===== src/rtl/ula_rtf_pkg.sv =====
// Shared types and raster constants for the ULA raster timing flags block.
// Depends on nothing; every other file in rtl refers to it by scoped names.
`timescale 1ns / 1ps

package ula_rtf_pkg;

  localparam int unsigned ScreenWidthDefault  = 720;
  localparam int unsigned ScreenHeightDefault = 288;

  localparam int unsigned TactW  = 18;
  localparam int unsigned CountW = 9;
  localparam int unsigned FlagsW = 8;

  // Line and frame geometry.
  localparam logic [CountW-1:0] LineDotLast = 9'd455;
  localparam logic [CountW-1:0] LastLine50  = 9'd310;
  localparam logic [CountW-1:0] LastLine60  = 9'd263;

  // Visible area.
  localparam logic [CountW-1:0] VisXFirst   = 9'd96;
  localparam logic [CountW-1:0] VisXLast    = 9'h1c7;
  localparam logic [CountW-1:0] VisYFirst   = 9'd16;
  localparam logic [CountW-1:0] VisYLast50  = 9'h12f;
  localparam logic [CountW-1:0] VisYLast60  = 9'hff;

  // Display (bitmap) area and the fetch window that leads it.
  localparam logic [CountW-1:0] DispXFirst  = 9'd144;
  localparam logic [CountW-1:0] DispXLast   = 9'h18f;
  localparam logic [CountW-1:0] FetchXFirst = 9'd128;
  localparam logic [CountW-1:0] DispYFirst50 = 9'd64;
  localparam logic [CountW-1:0] DispYLast50  = 9'hff;
  localparam logic [CountW-1:0] DispYFirst60 = 9'd40;
  localparam logic [CountW-1:0] DispYLast60  = 9'he7;

  // Bit positions inside render_flags.
  localparam int unsigned FlagDisplay = 0;
  localparam int unsigned FlagContend = 1;
  localparam int unsigned FlagRegSamp = 2;
  localparam int unsigned FlagByte1   = 3;
  localparam int unsigned FlagByte2   = 4;
  localparam int unsigned FlagShift   = 5;
  localparam int unsigned FlagFloat   = 6;
  localparam int unsigned FlagBorder  = 7;

  // Frame position handed from the counter stage to the render stage.
  typedef struct packed {
    logic [TactW-1:0]  tact;
    logic [CountW-1:0] hc;
    logic [CountW-1:0] vc;
    logic              m60;
    logic              last;
  } pos_t;

endpackage


===== src/rtl/ula_rtf_pos.sv =====
// Position counters and input register of the ULA raster timing flags block.
// Depends on ula_rtf_pkg for the geometry constants and pos_t.
`timescale 1ns / 1ps

module ula_rtf_pos (
  input  logic                clk,
  input  logic                rst_n,
  input  logic                cfg_we,
  input  logic                cfg_mode_60hz,
  input  logic                in_valid,
  output logic                in_ready,
  input  logic                in_frame_restart,
  output logic                s1_valid,
  input  logic                s1_ready,
  output ula_rtf_pkg::pos_t   s1_pos
);

  logic                                mode_60hz_r;
  logic [ula_rtf_pkg::CountW-1:0]      dot_r, dot_nxt;
  logic [ula_rtf_pkg::CountW-1:0]      line_r, line_nxt;
  logic [ula_rtf_pkg::TactW-1:0]       tact_r, tact_nxt;
  logic                                s1_valid_r, s1_valid_nxt;
  ula_rtf_pkg::pos_t                   s1_pos_r, s1_pos_nxt;

  logic [ula_rtf_pkg::CountW-1:0]      hc, vc, last_line;
  logic [ula_rtf_pkg::TactW-1:0]       tact;
  logic                                line_end, frame_end, accept;

  assign in_ready = !s1_valid_r || s1_ready;
  assign accept   = in_valid && in_ready;

  always_comb begin
    // A restart clears the position before this beat is evaluated.
    hc   = in_frame_restart ? '0 : dot_r;
    vc   = in_frame_restart ? '0 : line_r;
    tact = in_frame_restart ? '0 : tact_r;
    last_line = mode_60hz_r ? ula_rtf_pkg::LastLine60 : ula_rtf_pkg::LastLine50;
    line_end  = hc >= ula_rtf_pkg::LineDotLast;
    frame_end = line_end && (vc >= last_line);

    dot_nxt  = dot_r;
    line_nxt = line_r;
    tact_nxt = tact_r;
    s1_pos_nxt = s1_pos_r;
    s1_valid_nxt = s1_valid_r;
    if (s1_ready) begin
      s1_valid_nxt = 1'b0;
    end
    if (accept) begin
      s1_valid_nxt = 1'b1;
      s1_pos_nxt.tact = tact;
      s1_pos_nxt.hc   = hc;
      s1_pos_nxt.vc   = vc;
      s1_pos_nxt.m60  = mode_60hz_r;
      s1_pos_nxt.last = frame_end;
      if (frame_end) begin
        dot_nxt  = '0;
        line_nxt = '0;
        tact_nxt = '0;
      end else if (line_end) begin
        dot_nxt  = '0;
        line_nxt = vc + 9'd1;
        tact_nxt = tact + 18'd1;
      end else begin
        dot_nxt  = hc + 9'd1;
        line_nxt = vc;
        tact_nxt = tact + 18'd1;
      end
    end
  end

  always_ff @(posedge clk) begin
    if (!rst_n) begin
      mode_60hz_r <= 1'b0;
      dot_r       <= '0;
      line_r      <= '0;
      tact_r      <= '0;
      s1_valid_r  <= 1'b0;
    end else begin
      if (cfg_we) begin
        mode_60hz_r <= cfg_mode_60hz;
      end
      dot_r      <= dot_nxt;
      line_r     <= line_nxt;
      tact_r     <= tact_nxt;
      s1_valid_r <= s1_valid_nxt;
    end
  end

  always_ff @(posedge clk) begin
    s1_pos_r <= s1_pos_nxt;
  end

  assign s1_valid = s1_valid_r;
  assign s1_pos   = s1_pos_r;

endmodule


===== src/rtl/ula_rtf_render.sv =====
// Render flag decode, pixel index and result register of the ULA raster block.
// Depends on ula_rtf_pkg for the area constants, flag positions and pos_t.
`timescale 1ns / 1ps

module ula_rtf_render #(
  parameter int unsigned SCREEN_WIDTH  = ula_rtf_pkg::ScreenWidthDefault,
  parameter int unsigned SCREEN_HEIGHT = ula_rtf_pkg::ScreenHeightDefault
) (
  input  logic                              clk,
  input  logic                              rst_n,
  input  logic                              s1_valid,
  output logic                              s1_ready,
  input  ula_rtf_pkg::pos_t                 s1_pos,
  output logic                              out_valid,
  input  logic                              out_ready,
  output logic [ula_rtf_pkg::TactW-1:0]     out_tact_out,
  output logic [ula_rtf_pkg::CountW-1:0]    out_hc_out,
  output logic [ula_rtf_pkg::CountW-1:0]    out_vc_out,
  output logic [ula_rtf_pkg::FlagsW-1:0]    out_render_flags,
  output logic                              out_pixel_valid,
  output logic [ula_rtf_pkg::TactW-1:0]     out_pixel_index,
  output logic                              out_frame_last
);

  localparam int unsigned IdxW = 21;

  logic                               out_valid_r;
  logic [ula_rtf_pkg::TactW-1:0]      tact_r;
  logic [ula_rtf_pkg::CountW-1:0]     hc_r, vc_r;
  logic [ula_rtf_pkg::FlagsW-1:0]     flags_r, flags_nxt;
  logic                               pix_valid_r, pix_valid_nxt;
  logic [ula_rtf_pkg::TactW-1:0]      pix_idx_r, pix_idx_nxt;
  logic                               last_r;

  logic [ula_rtf_pkg::CountW-1:0]     hc, vc, vis_y_last, y_first, y_last, y_off, x_off;
  logic [3:0]                         sub, adj;
  logic                               visible, lines, disp, fetch;
  logic [IdxW-1:0]                    idx_wide;

  assign s1_ready = !out_valid_r || out_ready;

  always_comb begin
    hc  = s1_pos.hc;
    vc  = s1_pos.vc;
    sub = hc[3:0];
    adj = sub + 4'd1;
    vis_y_last = s1_pos.m60 ? ula_rtf_pkg::VisYLast60   : ula_rtf_pkg::VisYLast50;
    y_first    = s1_pos.m60 ? ula_rtf_pkg::DispYFirst60 : ula_rtf_pkg::DispYFirst50;
    y_last     = s1_pos.m60 ? ula_rtf_pkg::DispYLast60  : ula_rtf_pkg::DispYLast50;

    visible = (hc >= ula_rtf_pkg::VisXFirst) && (hc <= ula_rtf_pkg::VisXLast) &&
              (vc >= ula_rtf_pkg::VisYFirst) && (vc <= vis_y_last);
    lines   = (vc >= y_first) && (vc <= y_last);
    disp    = lines && (hc >= ula_rtf_pkg::DispXFirst) && (hc <= ula_rtf_pkg::DispXLast);
    fetch   = lines && (hc >= ula_rtf_pkg::FetchXFirst) && (hc <= ula_rtf_pkg::DispXLast);

    flags_nxt = '0;
    if (visible) begin
      flags_nxt[ula_rtf_pkg::FlagDisplay] = disp;
      flags_nxt[ula_rtf_pkg::FlagBorder]  = !disp;
      if (disp) begin
        flags_nxt[ula_rtf_pkg::FlagContend] = (adj[3:2] != 2'd0) || (adj[3:1] == 3'd0);
        flags_nxt[ula_rtf_pkg::FlagFloat]   = (sub == 4'd5) || (sub == 4'd7) ||
                                              (sub == 4'd9) || (sub == 4'd11);
      end
      if (fetch) begin
        flags_nxt[ula_rtf_pkg::FlagRegSamp] = (sub == 4'd7) || (sub == 4'd15);
        flags_nxt[ula_rtf_pkg::FlagByte1]   = (sub[1:0] == 2'd0);
        flags_nxt[ula_rtf_pkg::FlagByte2]   = (sub[1:0] == 2'd2);
        flags_nxt[ula_rtf_pkg::FlagShift]   = (sub == 4'd0) || (sub == 4'd8);
      end
    end

    // Offsets are only meaningful inside the visible area, where they cannot wrap.
    y_off = vc - ula_rtf_pkg::VisYFirst;
    x_off = hc - ula_rtf_pkg::VisXFirst;
    idx_wide = IdxW'(y_off) * IdxW'(SCREEN_WIDTH) + IdxW'({x_off, 1'b0});
    pix_valid_nxt = visible && ({1'b0, y_off} < 10'(SCREEN_HEIGHT));
    pix_idx_nxt   = pix_valid_nxt ? idx_wide[ula_rtf_pkg::TactW-1:0] : '0;
  end

  always_ff @(posedge clk) begin
    if (!rst_n) begin
      out_valid_r <= 1'b0;
    end else if (s1_ready) begin
      out_valid_r <= s1_valid;
    end
  end

  always_ff @(posedge clk) begin
    if (s1_ready && s1_valid) begin
      tact_r      <= s1_pos.tact;
      hc_r        <= hc;
      vc_r        <= vc;
      flags_r     <= flags_nxt;
      pix_valid_r <= pix_valid_nxt;
      pix_idx_r   <= pix_idx_nxt;
      last_r      <= s1_pos.last;
    end
  end

  assign out_valid        = out_valid_r;
  assign out_tact_out     = tact_r;
  assign out_hc_out       = hc_r;
  assign out_vc_out       = vc_r;
  assign out_render_flags = flags_r;
  assign out_pixel_valid  = pix_valid_r;
  assign out_pixel_index  = pix_idx_r;
  assign out_frame_last   = last_r;

endmodule


===== src/rtl/ula_raster_timing_flags.sv =====
// Top level of the ULA raster timing flags block: counter stage plus render stage.
// Depends on ula_rtf_pkg, ula_rtf_pos and ula_rtf_render.
`timescale 1ns / 1ps

// Usage:
// Every beat on the input channel is one dot tick. The block reports the frame
// position of that tick (tact, horizontal and vertical count), the eight render
// flags, the framebuffer index of the pixel pair drawn there and a last-tact
// marker, then advances the position by one dot, wrapping at 456 dots a line and
// 311 (50 Hz) or 264 (60 Hz) lines a frame. Setting in_frame_restart on a beat
// moves the position to tact zero before that beat is reported.
// An input beat passes two registers on its way to the result beat: the first holds
// the position, the second holds the decoded result. One beat is taken every
// cycle for as long as the receiver keeps out_ready high.
// When the receiver stalls, the result register holds its beat and the position
// register behind it fills; in_ready then drops until out_ready returns, and no
// beat is lost or repeated. The configuration write channel always accepts; the
// mode is sampled with each input beat and should be changed only while idle.
// Reset (rst_n low, synchronous) clears the counters to tact zero, selects 50 Hz
// timing and empties both registers.
module ula_raster_timing_flags #(
  parameter int unsigned SCREEN_WIDTH  = ula_rtf_pkg::ScreenWidthDefault,
  parameter int unsigned SCREEN_HEIGHT = ula_rtf_pkg::ScreenHeightDefault
) (
  input  logic                              clk,
  input  logic                              rst_n,
  input  logic                              cfg_valid,
  output logic                              cfg_ready,
  input  logic                              cfg_mode_60hz,
  input  logic                              in_valid,
  output logic                              in_ready,
  input  logic                              in_frame_restart,
  output logic                              out_valid,
  input  logic                              out_ready,
  output logic [ula_rtf_pkg::TactW-1:0]     out_tact_out,
  output logic [ula_rtf_pkg::CountW-1:0]    out_hc_out,
  output logic [ula_rtf_pkg::CountW-1:0]    out_vc_out,
  output logic [ula_rtf_pkg::FlagsW-1:0]    out_render_flags,
  output logic                              out_pixel_valid,
  output logic [ula_rtf_pkg::TactW-1:0]     out_pixel_index,
  output logic                              out_frame_last
);

  logic              s1_valid;
  logic              s1_ready;
  ula_rtf_pkg::pos_t s1_pos;

  // The mode register has no busy condition, so a write completes at once.
  assign cfg_ready = 1'b1;

  ula_rtf_pos u_pos (
    .clk              (clk),
    .rst_n            (rst_n),
    .cfg_we           (cfg_valid && cfg_ready),
    .cfg_mode_60hz    (cfg_mode_60hz),
    .in_valid         (in_valid),
    .in_ready         (in_ready),
    .in_frame_restart (in_frame_restart),
    .s1_valid         (s1_valid),
    .s1_ready         (s1_ready),
    .s1_pos           (s1_pos)
  );

  ula_rtf_render #(
    .SCREEN_WIDTH  (SCREEN_WIDTH),
    .SCREEN_HEIGHT (SCREEN_HEIGHT)
  ) u_render (
    .clk              (clk),
    .rst_n            (rst_n),
    .s1_valid         (s1_valid),
    .s1_ready         (s1_ready),
    .s1_pos           (s1_pos),
    .out_valid        (out_valid),
    .out_ready        (out_ready),
    .out_tact_out     (out_tact_out),
    .out_hc_out       (out_hc_out),
    .out_vc_out       (out_vc_out),
    .out_render_flags (out_render_flags),
    .out_pixel_valid  (out_pixel_valid),
    .out_pixel_index  (out_pixel_index),
    .out_frame_last   (out_frame_last)
  );

endmodule


===== config.mk =====
export PLATFORM = sky130hd
export DESIGN_NAME = ula_raster_timing_flags
export DESIGN_NICKNAME = d
export VERILOG_FILES = /design/src/rtl/ula_rtf_pkg.sv /design/src/rtl/ula_rtf_pos.sv /design/src/rtl/ula_rtf_render.sv /design/src/rtl/ula_raster_timing_flags.sv
export SDC_FILE = /design/constraint.sdc
export NUM_CORES = 1
export LEC_CHECK = 0
export BUFFER_PORTS_ARGS = -buffer_cell sky130_fd_sc_hd__buf_2
export CORE_ASPECT_RATIO = 1.2
export CORE_MARGIN = 3
export CORE_UTILIZATION = 60
export DETAILED_ROUTE_END_ITERATION = 12
export PLACE_DENSITY = 0.83
export RECOVER_POWER = 50
export SYNTH_ARGS = -nofsm -noshare
export SYNTH_HDL_FRONTEND = slang
export SYNTH_SLANG_ARGS = --single-unit

===== constraint.sdc =====
create_clock -name clk -period 13.35 [get_ports clk]
set_input_delay 0.6675 -clock clk [delete_from_list [all_inputs] [get_ports clk]]
set_output_delay 0.6675 -clock clk [all_outputs]
set_load 0.01 [all_outputs]

* After elaboration in Yosys (flattened, before gate mapping)
Cells that the tools add are included.
** Word-level totals
- Register bits after elaboration :: 141
- Word-level logic and storage cells :: 91
- Input port bits :: 7
** Operators by class
- Muxes and demuxes :: 14
- Equality and inequality tests :: 7
- Multiply operators :: 1
- Reductions and logical operators :: 30
- Order comparisons :: 12
- $add $sub $neg :: 7
** Operator list (number)
- $mux W9 :: 7
- $mux W18 :: 2
- $add A18 B1 Y18 const B :: 1
- $add A18 B10 Y18 :: 1
- $add A9 B1 Y9 const B :: 2
- $ge A9 B8 Y1 const B :: 2
- $ge A9 B9 Y1 :: 2
- $le A9 B9 Y1 :: 2
- $le A9 B9 Y1 const B :: 2
- $eq A4 B4 Y1 const B :: 4
- $mul A9 B6 Y14 const B :: 1
- $logic_and A1 B1 Y1 :: 12
- $ge A9 B5 Y1 const B :: 1
- $ge A9 B7 Y1 const B :: 1
- $ge A9 B9 Y1 const B :: 1
- $lt A9 B9 Y1 const B :: 1
- $sub A9 B5 Y9 const B :: 1
- $sub A9 B7 Y9 const B :: 1
- $eq A4 B3 Y1 const B :: 2
- $logic_or A1 B1 Y1 :: 8
- $mux W7 :: 1
- $mux W6 :: 1
- $mux W5 :: 1
- $add A4 B1 Y4 const B :: 1
- 8 further kinds :: 13

* Longest topological paths before layout
- Word-level depth :: 6
- Gate-level depth with buffers :: 17
- Depth with buffers taken out :: 16

* Modules after synthesis
A second synthesis with hierarchy kept.
** Second synthesis, totals
- Cells, all modules :: 718
- Area, all modules :: 7772.5 µm²
** Modules (own cells, without submodules)
- ula_rtf_render :: area each 4152.7 µm², instances 1, seq. area each 1911.8 µm², cells each 362
- ula_rtf_pos :: area each 3608.5 µm², instances 1, seq. area each 1901.8 µm², cells each 354
- ula_raster_timing_flags :: area each 11.3 µm², instances 1, seq. area each 0.0 µm², cells each 2

* Worst setup path after synthesis
No wires, ideal clock.
- Path type :: register to register
- From :: register u_pos.s1_pos_r, in the netlist u_pos.s1_pos[6]
- To :: register u_render.pix_idx_r, in the netlist u_render.out_pixel_index[15], data pin
- Cell stages (with the launch flop) :: 15
- Slack :: 8.814 ns
- Arrival :: 4.277 ns
- Data required time :: 13.090 ns
- Buffers on the path :: 0
- Path through :: edfxtp_1 -> inv_1 -> ha_1 -> nor3b_1 -> xor2_1 -> ha_1 -> fa_1 -> fa_1 -> ha_1 -> nand2_1 -> o31ai_1 -> xor2_2 -> nand3_4 -> nor2_1 -> mux2_2
** Between the ends
- Longest elaborated chain between the ends :: 4
- Elaborated cells on any way between the ends :: 9
- Those cells by class :: add/sub (2); mul (1); order compare (3); reduce/logical (3)
** RTL lines
- start, declared :: line ula_rtf_pos.sv:23 : ula_rtf_pkg::pos_t s1_pos_r, s1_pos_nxt;
- start signal, assigned :: line ula_rtf_pos.sv:91 : s1_pos_r <= s1_pos_nxt;
- branches (longest 4 deep; another with $add A18 B10 Y18)
- end signal, assigned :: line ula_rtf_render.sv:97 : pix_idx_r <= pix_idx_nxt;
- end, declared :: line ula_rtf_render.sv:32 : logic [ula_rtf_pkg::TactW-1:0] pix_idx_r, pix_idx_nxt;
Parallel ways; which one is timed is not known.
A chain may end at the register's enable or synchronous reset.

* Worst setup path after layout
Same ends and word-level chain as after synthesis.

==> flow_metrics.py <==
metrics = {
    "power": {
        "internal-power_mw": 0.874,
        "p_sw_mw": 0.396,
        "pwr-share-seq_pct": 39.5,
        "p_clk_share_pct": 35.3,
        "power_density_nw_per_um2": 147,
        "pwr-share-comb_pct": 25.2,
        "ir_worst_vdd_uv": 107,
        "leakage_nw": 3.33,
        "swShare_pct": 31.2,
    },
    "cts": {
        "cts_tree": "built",
        "holdBufCountCts": 0,
        "clock-root-buffer": "clkbuf_16",
        "post-cts-setup-buffer-count": 0,
        "cts_sinks": 140,
        "clkTransAtPathRegs_ns": 0.06,
        "cts_buffers": 17,
        "clock_latency_ns": 0.43,
        "cts_max_path_buffers": 2,
        "cts-htree-levels": 4,
        "cts.repair.resized": 0,
    },
    "die": {
        "core_area_um2": 12300,
        "row_count": 44,
        "die_area_um2": 14200,
        "die_w_um": 109,
        "pin_count": 74,
        "start_util_pct": 62.4,
        "fp.dieH_um": 130,
    },
    "sta": {
        "fin_skew_ns": 0.00986,
        "hold_viol": 0,
        "fin_hold_ws_ns": 0.419,
        "max_slew_margin_pct": -117,
        "fin_tns_setup_ns": 0,
        "setup_viol": 0,
        "tightest_slew_ns": 3.26,
        "timing.final.ws_setup_ns": 8.23,
        "fmax_mhz": 195,
        "period_share_pct": 38.4,
        "period_needed_ns": 5.12,
        "maxSlewViolCount": 113,
        "rsz0062_at_grt": "false",
    },
    "routing": {
        "num_vias": 5695,
        "wl_per_cell_um": 17.2,
        "drtPass1Iterations": 5,
        "drc": 0,
        "ant_nets": 0,
        "drtIter0Drc": 440,
        "via_per_inst": 6.01,
        "drt_wl_total_mm": 16.3,
    },
    "worst_setup_path": {
        "critPathArrivalTime_ns": 5.29,
        "cp.required_ns": 13.52,
        "worstPathMaxFanout": 8,
        "rr_worst_depth": 14,
        "startpoint_type": "flop",
        "critPathCaptureType": "flop",
        "path_class": "reg -> reg",
    },
    "run_status": {
        "status": "complete, but fails checks",
        "violations": "max-capacitance violations, max-slew violations",
    },
    "placed_design": {
        "place_inst": 916,
        "port-buffer-count": 71,
        "gp_congestion": 0.875,
        "place_ws_ns": 8.28,
        "place.detailed.hpwl_mm": 11.1,
    },
    "synth": {
        "synth_edf_count": 101,
        "syn_inst": 704,
        "ys.flop_type": "edfxtp_1",
        "synth_area_um2": 7660,
        "synth_compound_area_share_pct": 11.0,
        "muxShareOfSynthArea_pct": 1.21,
        "ys_seq_area_share_pct": 49.8,
        "ys_ff_latch": 140,
        "synth_cell_types": 80,
        "synth_xor_xnor_area_share_pct": 3.64,
        "yosys.area_share.adder_pct": 12.4,
        "synth_top_family_by_area": "simple AND/OR/NAND/NOR gates",
        "yosys.area_share.simple_pct": 17.5,
        "postSynthAreaPerCell_um2": 10.9,
        "synth-async-reset-ratio_pct": 0,
        "yosysWarnings": 0,
        "syn_nets": 780,
    },
    "grt": {
        "grt_max_degree": 64,
        "grt_pass1_wl_mm": 26.6,
        "antenna_found_initial": 0,
        "grt_pass1_vias": 5751,
        "grt_overflow": 0,
        "grt_use_total_pct": 24.1,
    },
    "worst_hold_path": {
        "min_path_type": "reg -> reg",
        "hold_depth": 0,
    },
    "finish": {
        "antennaDiodeCount": 0,
        "drive_gt1_share_pct": 7.62,
        "area_growth_syn_to_layout_pct": 12.7,
        "final_util_pct": 70.3,
        "final_cell_count_no_fill": 948,
        "fin_nets": 850,
    },
    "flow_run": {
        "maxCapViolations": 2,
    },
}
==> Yosys cell counts, types with 3 or more instances <==
| cell | count | area, µm² |
|---|---|---|
| or3_1 | 7 | 43.8 |
| ha_1 | 58 | 726 |
| a31oi_1 | 4 | 25.0 |
| o21ai_1 | 7 | 35.0 |
| nor2b_1 | 33 | 206 |
| edfxtp_1 | 101 | 3030 |
| nand4_1 | 14 | 87.6 |
| nor4_1 | 4 | 25.0 |
| o22ai_1 | 3 | 18.8 |
| xnor2_1 | 16 | 140 |
| nor3b_1 | 3 | 22.5 |
| nor3_1 | 21 | 105 |
| a211oi_1 | 4 | 30.0 |
| inv_1 | 60 | 225 |
| nand4b_1 | 3 | 26.3 |
| fa_1 | 11 | 220 |
| and3_1 | 8 | 50.1 |
| o21ai_0 | 20 | 100 |
| xor2_1 | 14 | 123 |
| nand3_1 | 29 | 145 |
| mux2i_1 | 7 | 70.1 |
| a21o_1 | 8 | 60.1 |
| nand2_1 | 39 | 146 |
| or4_1 | 5 | 37.5 |
| o211ai_1 | 7 | 52.6 |
| nor2_1 | 49 | 184 |
| nand3b_1 | 3 | 22.5 |
| and2_1 | 5 | 31.3 |
| o31ai_1 | 3 | 22.5 |
| clkbuf_1 | 19 | 71.3 |
| dfxtp_1 | 39 | 781 |
| a21oi_1 | 35 | 175 |
| nand2b_1 | 6 | 37.5 |
==> worst paths after layout <==
check	slack [ns]	endpoint	from
worst min register to register	0.42	u_render.out_tact_out[2]	u_pos.s1_pos[22]
worst max-delay path	8.23	u_render.out_pixel_index[15]	u_pos.s1_pos[6]
worst max register to register	8.23	u_render.out_pixel_index[15]	u_pos.s1_pos[6]
worst min-delay path	0.42	u_render.out_tact_out[2]	u_pos.s1_pos[22]
==> power by group through the flow <==
stage	combinational [mW]	clock, mW	sequential [mW]
after floorplan	0.246	0	0.514
after global placement	0.295	0	0.508
after detailed placement	0.314	0	0.509
after CTS	0.319	0.452	0.501
after global routing	0.353	0.470	0.504
final	0.320	0.448	0.502
==> stage by stage <==
stage	area, µm²	power [mW]
after CTS	8720	1.27
after global placement	8150	0.803
after detailed placement	8150	0.823
final	8630	1.27
after floorplan	7660	0.760
after global routing	8630	1.33
==> cell usage in the layout (no fill, tap or decap), types with 4 or more instances in the layout <==
cell	count
a211oi_1	4
a21o_1	8
a21oi_1	35
a31oi_1	4
and2_1	5
and3_1	8
buf_2	6
clkbuf_1	68
clkbuf_16	17
dfxtp_1	39
edfxtp_1	101
fa_1	11
ha_1	58
inv_1	60
inv_6	4
mux2i_1	7
nand2_1	39
nand2b_1	6
nand3_1	29
nand4_1	14
nor2_1	49
nor2b_1	32
nor3_1	21
nor4_1	4
o211ai_1	7
o21ai_0	20
o21ai_1	7
or3_1	7
or4_1	5
xnor2_1	16
xor2_1	14
==> kinds of logic (layout without fill, tap and decap cells) <==
group                      Yosys count  after routing
AOI/OAI and AO/OA                  122            122
other                                2              2
and+or+nand+nor                    245            245
DFF                                140            140
muxes                                9              9
xor gates and xnor gates            31             31
adders and majority gates           69             69
buffers and inverters               86            169
==> worst max-delay path: stages (launching register included) <==
cell and delay (ns):
edfxtp_1 0.51, inv_1 0.19, ha_1 0.26, nor3b_1 0.35
xor2_1 0.30, ha_1 0.33, fa_1 0.47, fa_1 0.49
ha_1 0.36, nand2_1 0.08, o31ai_1 0.57, a31oi_1 0.18
xor2_1 0.38, nor2_1 0.10, mux2_2 0.28
==> registers in the layout, indices dropped and copies added (netlist names), 8 cells and up <==
signal,cells
u_pos.s1_pos,38
u_pos.tact_r,18
u_render.out_tact_out,18
u_render.out_pixel_index,17
u_pos.dot_r,9
u_pos.line_r,9
u_render.out_hc_out,9
u_render.out_vc_out,9
u_render.out_render_flags,8
==> layout make-up <==
| type | count | area (µm²) |
|---|---|---|
| tap | 161 | 201 |
| sequential | 140 | 3810 |
| clock inverter | 13 | 130 |
| fill | 851 | 3650 |
| timing repair buffer | 75 | 297 |
| multi-input combinational | 478 | 3510 |
| clock buffer | 19 | 443 |
| inverter | 62 | 233 |
==> layer usage <==
layer / GRT usage, % / vias to the layer above / wire length, µm
li1: - / 2699 / -
met3: 4.80 / 53 / 1040
met1: 27.2 / 2705 / 6330
met2: 42.7 / 238 / 8410
met4: 12.7 / 0 / 552
met5: 0 / - / 0
(Power assumes the default switching activity.)
